==> config.mk <==
export PLATFORM = sky130hd
export DESIGN_NAME = three_class_priority_queue_core
export DESIGN_NICKNAME = d
export VERILOG_FILES = /design/src/tpq_pkg.sv /design/src/three_class_priority_queue_core.sv /design/src/tpq_ctrl.sv /design/src/tpq_dp.sv
export SDC_FILE = /design/constraint.sdc
export NUM_CORES = 2
export LEC_CHECK = 0
export BUFFER_PORTS_ARGS = -buffer_cell sky130_fd_sc_hd__buf_2
export CAP_MARGIN = 20
export CELL_PAD_IN_SITES_DETAIL_PLACEMENT = 2
export CELL_PAD_IN_SITES_GLOBAL_PLACEMENT = 2
export CORE_ASPECT_RATIO = 0.7
export CORE_MARGIN = 4
export CORE_UTILIZATION = 44
export DETAILED_ROUTE_END_ITERATION = 12
export GPL_TIMING_DRIVEN = 0
export PLACE_DENSITY = 0.82
export SETUP_SLACK_MARGIN = 0.15
export SYNTH_ARGS = -nofsm -noshare
export SYNTH_HDL_FRONTEND = slang
export SYNTH_SLANG_ARGS = --single-unit
==> constraint.sdc <==
create_clock -name clk -period 6.8 [get_ports clk]
set_input_delay 1.02 -clock clk [delete_from_list [all_inputs] [get_ports clk]]
set_output_delay 1.02 -clock clk [all_outputs]
set_load 0.01 [all_outputs]
==> src/tpq_pkg.sv <==
// Shared types, widths and codes for the three-class priority queue
`default_nettype none
package tpq_pkg;

    localparam int CAPACITY = 16;
    localparam int CNT_W    = $clog2(CAPACITY + 1);

    localparam int MODE_W   = 2;
    localparam int CLASS_W  = 2;
    localparam int ID_W     = 37;
    localparam int ITEMS_W  = 10;
    localparam int HANDLE_W = 8;
    localparam int STAT_W   = 2;

    localparam logic [MODE_W-1:0] MODE_INSERT = 2'd0;
    localparam logic [MODE_W-1:0] MODE_REMOVE = 2'd1;
    localparam logic [MODE_W-1:0] MODE_CLEAR  = 2'd2;

    localparam logic [CLASS_W-1:0] CLASS_HIGH = 2'd1;
    localparam logic [CLASS_W-1:0] CLASS_MID  = 2'd2;
    localparam logic [CLASS_W-1:0] CLASS_LOW  = 2'd3;

    localparam logic [STAT_W-1:0] STAT_OK    = 2'd0;
    localparam logic [STAT_W-1:0] STAT_FULL  = 2'd1;
    localparam logic [STAT_W-1:0] STAT_EMPTY = 2'd2;

    localparam int OP_W = 3;
    localparam logic [OP_W-1:0] OP_NONE   = 3'd0;
    localparam logic [OP_W-1:0] OP_INSERT = 3'd1;
    localparam logic [OP_W-1:0] OP_DROP   = 3'd2;
    localparam logic [OP_W-1:0] OP_REMOVE = 3'd3;
    localparam logic [OP_W-1:0] OP_UNDER  = 3'd4;
    localparam logic [OP_W-1:0] OP_CLEAR  = 3'd5;
    localparam logic [OP_W-1:0] OP_NOP    = 3'd6;

    typedef struct packed {
        logic [CLASS_W-1:0]  cls;
        logic [ID_W-1:0]     id;
        logic [ITEMS_W-1:0]  items;
        logic [HANDLE_W-1:0] handle;
    } entry_t;

    typedef struct packed {
        logic            load;
        logic [OP_W-1:0] op;
    } cmd_t;

    typedef struct packed {
        logic [MODE_W-1:0] mode;
        logic              full;
        logic              empty;
    } sts_t;

endpackage
`default_nettype wire

==> src/three_class_priority_queue_core.sv <==
// Top level of the three-class priority queue
// Flow: start loads the operands and enters the execute state; the result registers and done follow it.
// A new start is taken in idle or while done is shown, not while busy; busy is high in the execute state.
// The insert and remove shifts move every cell of the chain at once.
// Reset clears the entry count and the controller; the entry cells are not reset.
// Results are strobed for one cycle by done; the receiver cannot stall.
`default_nettype none
module three_class_priority_queue_core (
    input  wire logic                         clk,
    input  wire logic                         rst_n,
    input  wire logic                         start,
    output logic                              busy,
    input  wire logic [tpq_pkg::MODE_W-1:0]   mode,
    input  wire logic [tpq_pkg::CLASS_W-1:0]  priority_class,
    input  wire logic [tpq_pkg::ID_W-1:0]     customer_id,
    input  wire logic [tpq_pkg::ITEMS_W-1:0]  item_count,
    input  wire logic [tpq_pkg::HANDLE_W-1:0] name_handle,
    output logic                              done,
    output logic [tpq_pkg::STAT_W-1:0]        status,
    output logic                              out_valid,
    output logic [tpq_pkg::ID_W-1:0]          out_customer_id,
    output logic [tpq_pkg::CLASS_W-1:0]       out_priority_class,
    output logic [tpq_pkg::ITEMS_W-1:0]       out_item_count,
    output logic [tpq_pkg::HANDLE_W-1:0]      out_name_handle,
    output logic [tpq_pkg::CNT_W-1:0]         occupancy
);
    import tpq_pkg::*;

    cmd_t cmd;
    sts_t sts;

    tpq_ctrl u_ctrl (
        .clk   (clk),
        .rst_n (rst_n),
        .start (start),
        .sts   (sts),
        .cmd   (cmd),
        .busy  (busy),
        .done  (done)
    );

    tpq_dp u_dp (
        .clk                (clk),
        .rst_n              (rst_n),
        .cmd                (cmd),
        .sts                (sts),
        .mode               (mode),
        .priority_class     (priority_class),
        .customer_id        (customer_id),
        .item_count         (item_count),
        .name_handle        (name_handle),
        .status             (status),
        .out_valid          (out_valid),
        .out_customer_id    (out_customer_id),
        .out_priority_class (out_priority_class),
        .out_item_count     (out_item_count),
        .out_name_handle    (out_name_handle),
        .occupancy          (occupancy)
    );

endmodule
`default_nettype wire

==> src/tpq_ctrl.sv <==
// Controller state machine: sequences load, execute and result transfer
`default_nettype none
module tpq_ctrl (
    input  wire logic          clk,
    input  wire logic          rst_n,
    input  wire logic          start,
    input  wire tpq_pkg::sts_t sts,
    output tpq_pkg::cmd_t      cmd,
    output logic               busy,
    output logic               done
);
    import tpq_pkg::*;

    localparam logic [1:0] ST_IDLE = 2'd0;
    localparam logic [1:0] ST_EXEC = 2'd1;
    localparam logic [1:0] ST_RESP = 2'd2;

    logic [1:0] state_reg;
    logic [1:0] state_next;

    always_comb
    begin
        state_next = state_reg;
        cmd.load   = 1'b0;
        cmd.op     = OP_NONE;
        case (state_reg)
            ST_IDLE, ST_RESP:
            begin
                if (start)
                begin
                    cmd.load   = 1'b1;
                    state_next = ST_EXEC;
                end
                else
                begin
                    state_next = ST_IDLE;
                end
            end
            ST_EXEC:
            begin
                case (sts.mode)
                    MODE_INSERT: cmd.op = sts.full ? OP_DROP : OP_INSERT;
                    MODE_REMOVE: cmd.op = sts.empty ? OP_UNDER : OP_REMOVE;
                    MODE_CLEAR:  cmd.op = OP_CLEAR;
                    default:     cmd.op = OP_NOP;
                endcase
                state_next = ST_RESP;
            end
            default:
            begin
                state_next = ST_IDLE;
            end
        endcase
    end

    always_ff @(posedge clk or negedge rst_n)
    begin
        if (!rst_n)
        begin
            state_reg <= ST_IDLE;
        end
        else
        begin
            state_reg <= state_next;
        end
    end

    assign busy = (state_reg == ST_EXEC);
    assign done = (state_reg == ST_RESP);

`ifndef SYNTHESIS
    a_exec_then_resp: assert property (@(posedge clk) disable iff (!rst_n)
        busy |=> done)
        else $error("execute not followed by result");
    a_resp_after_exec: assert property (@(posedge clk) disable iff (!rst_n)
        done |-> $past(busy))
        else $error("result without execute");
    a_load_only_free: assert property (@(posedge clk) disable iff (!rst_n)
        cmd.load |-> !busy && cmd.op == OP_NONE)
        else $error("load while executing");
`endif

endmodule
`default_nettype wire

==> src/tpq_dp.sv <==
// Datapath: operand latch, shift-insert cell chain, count and result registers
`default_nettype none
module tpq_dp (
    input  wire logic                      clk,
    input  wire logic                      rst_n,
    input  wire tpq_pkg::cmd_t             cmd,
    output tpq_pkg::sts_t                  sts,
    input  wire logic [tpq_pkg::MODE_W-1:0]   mode,
    input  wire logic [tpq_pkg::CLASS_W-1:0]  priority_class,
    input  wire logic [tpq_pkg::ID_W-1:0]     customer_id,
    input  wire logic [tpq_pkg::ITEMS_W-1:0]  item_count,
    input  wire logic [tpq_pkg::HANDLE_W-1:0] name_handle,
    output logic [tpq_pkg::STAT_W-1:0]        status,
    output logic                              out_valid,
    output logic [tpq_pkg::ID_W-1:0]          out_customer_id,
    output logic [tpq_pkg::CLASS_W-1:0]       out_priority_class,
    output logic [tpq_pkg::ITEMS_W-1:0]       out_item_count,
    output logic [tpq_pkg::HANDLE_W-1:0]      out_name_handle,
    output logic [tpq_pkg::CNT_W-1:0]         occupancy
);
    import tpq_pkg::*;

    logic [MODE_W-1:0] mode_reg;
    entry_t            new_reg;
    entry_t            new_next;

    entry_t            entry_reg  [CAPACITY];
    entry_t            entry_next [CAPACITY];
    logic [CNT_W-1:0]  count_reg;
    logic [CNT_W-1:0]  count_next;
    logic [CAPACITY-1:0] behind;

    logic [STAT_W-1:0] status_reg;
    logic [STAT_W-1:0] status_next;
    logic              valid_reg;
    logic              valid_next;
    entry_t            out_reg;
    entry_t            out_next;

    always_comb
    begin
        new_next        = new_reg;
        new_next.id     = customer_id;
        new_next.items  = item_count;
        new_next.handle = name_handle;
        if (priority_class == CLASS_HIGH || priority_class == CLASS_MID)
        begin
            new_next.cls = priority_class;
        end
        else
        begin
            new_next.cls = CLASS_LOW;
        end
    end

    always_ff @(posedge clk)
    begin
        if (cmd.load)
        begin
            mode_reg <= mode;
            new_reg  <= new_next;
        end
    end

    assign sts.mode  = mode_reg;
    assign sts.full  = (count_reg == CNT_W'(CAPACITY));
    assign sts.empty = (count_reg == '0);

    always_comb
    begin
        for (int i = 0; i < CAPACITY; i++)
        begin
            behind[i] = (CNT_W'(i) >= count_reg) || (entry_reg[i].cls > new_reg.cls);
        end
    end

    always_comb
    begin
        for (int i = 0; i < CAPACITY; i++)
        begin
            entry_next[i] = entry_reg[i];
        end
        count_next  = count_reg;
        status_next = status_reg;
        valid_next  = valid_reg;
        out_next    = out_reg;
        case (cmd.op)
            OP_INSERT:
            begin
                entry_next[0] = behind[0] ? new_reg : entry_reg[0];
                for (int i = 1; i < CAPACITY; i++)
                begin
                    if (behind[i] && !behind[i-1])
                    begin
                        entry_next[i] = new_reg;
                    end
                    else if (behind[i])
                    begin
                        entry_next[i] = entry_reg[i-1];
                    end
                end
                count_next  = count_reg + 1'b1;
                status_next = STAT_OK;
                valid_next  = 1'b0;
                out_next    = '0;
            end
            OP_DROP:
            begin
                status_next = STAT_FULL;
                valid_next  = 1'b0;
                out_next    = '0;
            end
            OP_REMOVE:
            begin
                for (int i = 0; i < CAPACITY - 1; i++)
                begin
                    entry_next[i] = entry_reg[i+1];
                end
                count_next  = count_reg - 1'b1;
                status_next = STAT_OK;
                valid_next  = 1'b1;
                out_next    = entry_reg[0];
            end
            OP_UNDER:
            begin
                status_next = STAT_EMPTY;
                valid_next  = 1'b0;
                out_next    = '0;
            end
            OP_CLEAR:
            begin
                count_next  = '0;
                status_next = STAT_OK;
                valid_next  = 1'b0;
                out_next    = '0;
            end
            OP_NOP:
            begin
                status_next = STAT_OK;
                valid_next  = 1'b0;
                out_next    = '0;
            end
            default:
            begin
                count_next = count_reg;
            end
        endcase
    end

    always_ff @(posedge clk)
    begin
        for (int i = 0; i < CAPACITY; i++)
        begin
            entry_reg[i] <= entry_next[i];
        end
        out_reg <= out_next;
    end

    always_ff @(posedge clk or negedge rst_n)
    begin
        if (!rst_n)
        begin
            count_reg  <= '0;
            status_reg <= STAT_OK;
            valid_reg  <= 1'b0;
        end
        else
        begin
            count_reg  <= count_next;
            status_reg <= status_next;
            valid_reg  <= valid_next;
        end
    end

    assign status             = status_reg;
    assign out_valid          = valid_reg;
    assign out_customer_id    = out_reg.id;
    assign out_priority_class = out_reg.cls;
    assign out_item_count     = out_reg.items;
    assign out_name_handle    = out_reg.handle;
    assign occupancy          = count_reg;

`ifndef SYNTHESIS
    a_count_bound: assert property (@(posedge clk) disable iff (!rst_n)
        count_reg <= CNT_W'(CAPACITY))
        else $error("count above capacity");
    a_insert_grows: assert property (@(posedge clk) disable iff (!rst_n)
        cmd.op == OP_INSERT |=> count_reg == $past(count_reg) + 1'b1)
        else $error("insert did not grow queue");
    a_remove_head: assert property (@(posedge clk) disable iff (!rst_n)
        cmd.op == OP_REMOVE |=> valid_reg && out_reg == $past(entry_reg[0]))
        else $error("remove did not return head");
    a_clear_empties: assert property (@(posedge clk) disable iff (!rst_n)
        cmd.op == OP_CLEAR |=> count_reg == '0)
        else $error("clear left entries");
`endif

endmodule
`default_nettype wire
==> impl_metrics.ini <==
[global_routing]
grt_pass1_vias = 42463
grtUsageTotal = 0.345
grt_pass1_wl_mm = 306
overflow = 0
grt_max_degree = 33
antenna_found_initial = 17

[setup_path]
cpLargestDelayFamily = buffers and inverters
critPathSlowestCell = a2111o_1
slowest_delay_ns = 1.06
path_class = reg2reg
critPathMaxFanout = 18
cp_cell_sequence = inv_1 > ha_1 > nor2b_1 > o21ai_0 > a2111o_1 > buf_2 > clkbuf_1 > o211ai_1
cp.buffers_inverters = 3
cp.depth = 8
startpoint_type = flop
worst-endpoint-required_ns = 7.22
critPathArrivalTime_ns = 5.70
reg2reg_depth = 8
critPathCaptureType = flop

[yosys]
synth_warnings = 0
synth-async-reset-ratio = 0.00963
avgSynthCellArea_um2 = 11.7
syn_inst = 4346
yosys.cell_types.count = 54
synth_area_leaders = edfxtp_1 61%, mux2i_1 11%, nand2_1 7.3%, o211ai_1 3.3%, o21ai_0 3.0%
netlist.area_leader.share = 0.608
synth_ff_type = edfxtp_1
syn-num-nets = 4445
ys_seq_area_frac = 0.612
synth_edf_count = 1028
ys_ff_latch = 1038
synth_largest_area_cell = edfxtp_1
netlist_area_mm2 = 0.0508

[clock_network]
clkLatencyLatePin_ns = 0.75
cts_tree = done
cts_root_buf = clkbuf_16
ctsResizeCount = 0
numCtsBuffers = 109
hold_buffers = 0
htreeDepth = 3
cts.sinks = 1038
clk_pin_slew_ns = 0.07
cts_buffer_depth = 3
cts_setup_buffers = 0

[finish]
largest_reg_flops = 912
synthToLayoutAreaGrowth_pct = 13.9
fin_nets = 4734
final_common_cell = edfxtp_1
final_cell_mix = 1028 x edfxtp_1, 991 x nand2_1, 573 x mux2i_1
finalNonFillerCells = 6250
drive_gt1_frac = 0.122

[timing]
period_needed_ns = 5.27
maxSlewViolCount = 0
final_hold_viol_count = 0
fin_setup_tns_ns = 0
tightest_slew_ns = 1.31
rsz0062_at_grt = false
setup_viol = 0
clock_skew_ns = 0.0407
min_period_over_period = 0.775
max_freq_mhz = 190
slew_headroom = 0.125

[placed_design]
post-place-cells = 6041
dp.final_hpwl_mm = 156
gp_congestion = 0.893
io_buffer_count = 128

[pwr]
power_density_mw_per_mm2 = 344
pwr-share-seq = 0.418
p_leak_uw = 0.0204
peakVddDrop_mv = 0.247
clkPwrFrac = 0.297
switchingPower_uw = 6850
internal_power_uw = 13100
pwr-share-comb = 0.285
swShare = 0.344

[drt]
drtIter0Drc = 5371
drt-pass1-iter-count = 6
totalWireLength_mm = 215
vias_per_cell = 6.49
avgRoutedWirePerCell_um = 34.5
vias = 40570
drcViolationCount = 0
antenna_left = 0

[die]
rows = 103
initial_core_util = 0.447
core_area_mm2 = 0.114
ios = 129
fp.dieArea_mm2 = 0.121
die_w_um = 414
die_h_um = 292

[flow_run]
cap_viol_max_count = 0

[worst_hold_path]
hp-class = in2async

[status]
status = complete, no violations
power by group through the flow:
stage | clock network (uW) | logic [uW] | registers [uW]
2_1_floorplan | 0 | 3340 | 8360
3_3_place_gp | 0 | 4870 | 8500
3_5_place_dp | 0 | 5390 | 8440
4_1_cts | 5930 | 5480 | 8320
5_1_grt | 6200 | 5910 | 8370
6_report | 5910 | 5670 | 8340
cell type report:
type	count	area [um2]
buffer	383	1950
clock inverter	59	392
tap	1522	1900
antenna	8	20.0
multi-input combinational	2902	17900
fill	11176	55800
timing repair buffer	178	1610
sequential	1038	31100
inverter	23	86.3
clock buffer	137	2920
through the flow:
step | total power [uW] | cell area, um2 | setup slack (ns) | utilization | hold slack, ns
after floorplan | 11700 | 50800 | 1.33 | - | 0.447
after global placement | 13400 | 53400 | -2.59 | 0.469 | 0.457
after detailed placement | 13800 | 54500 | 1.88 | 0.479 | 0.494
after CTS | 19700 | 57800 | 1.84 | 0.508 | 0.160
after global routing | 20500 | 57900 | 1.48 | 0.509 | 0.177
final | 19900 | 57900 | 1.53 | 0.509 | 0.185
path summary, 6_finish.rpt:
kind / startpoint / slack [ns] / endpoint
worst min register to register: u_dp.out_valid / 0.49 / u_dp.out_valid
min in group clk: name_handle[4] / 0.46 / u_dp.new_reg[4]
max in group asynchronous: rst_n / 6.37 / u_dp.out_valid
worst max register to register: u_dp.new_reg[56] / 1.53 / u_dp.entry_reg[2][212]
worst min-delay path: rst_n / 0.18 / u_dp.occupancy[1]
worst max-delay path: u_dp.new_reg[56] / 1.53 / u_dp.entry_reg[2][212]
cell families (layout without fill, tap and decap cells):
family	Yosys count	in the layout	share of synthesized area
AO/OA/AOI/OAI	884	884	0.102
XOR/XNOR	2	2	0.000345
adder cells (fa/ha/maj)	37	37	0.00911
buffers and inverters	406	780	0.0399
flip-flops	1038	1038	0.612
multiplexers	633	633	0.126
other	0	8	0
AND/OR/NAND/NOR	1346	1346	0.110
Yosys cell counts, types with 9 or more instances:
library cell and count:
o21ai_1 280, buf_6 39, and2_1 58, a21oi_1 15, dfrtp_1 10, o21ai_0 309, o211ai_1 225, a31oi_1 9
nor2_1 21, edfxtp_1 1028, buf_1 27, nand3_1 231, mux2i_1 574, buf_4 18, clkbuf_1 187, buf_2 110
nor2b_1 24, inv_1 23, mux2_2 59, o21a_1 10, nand2_1 991, ha_1 37
worst reg2reg max path, cell delays in order (launching register included):
cell and delay (ns):
edfxtp_1 0.56, inv_1 0.70, ha_1 0.39, nor2b_1 0.15
o21ai_0 0.40, a2111o_1 1.07, buf_2 0.69, clkbuf_1 0.79
o211ai_1 0.24
routing by layer:
layer | part of all wire | track usage | vias to the layer above
li1 | - | - | 16532
met1 | 0.41 | 0.472 | 21009
met2 | 0.44 | 0.520 | 2472
met3 | 0.11 | 0.0951 | 551
met4 | 0.044 | 0.142 | 6
met5 | 0.00021 | 0 | -
Note: power is estimated with default switching activity, not from simulation.
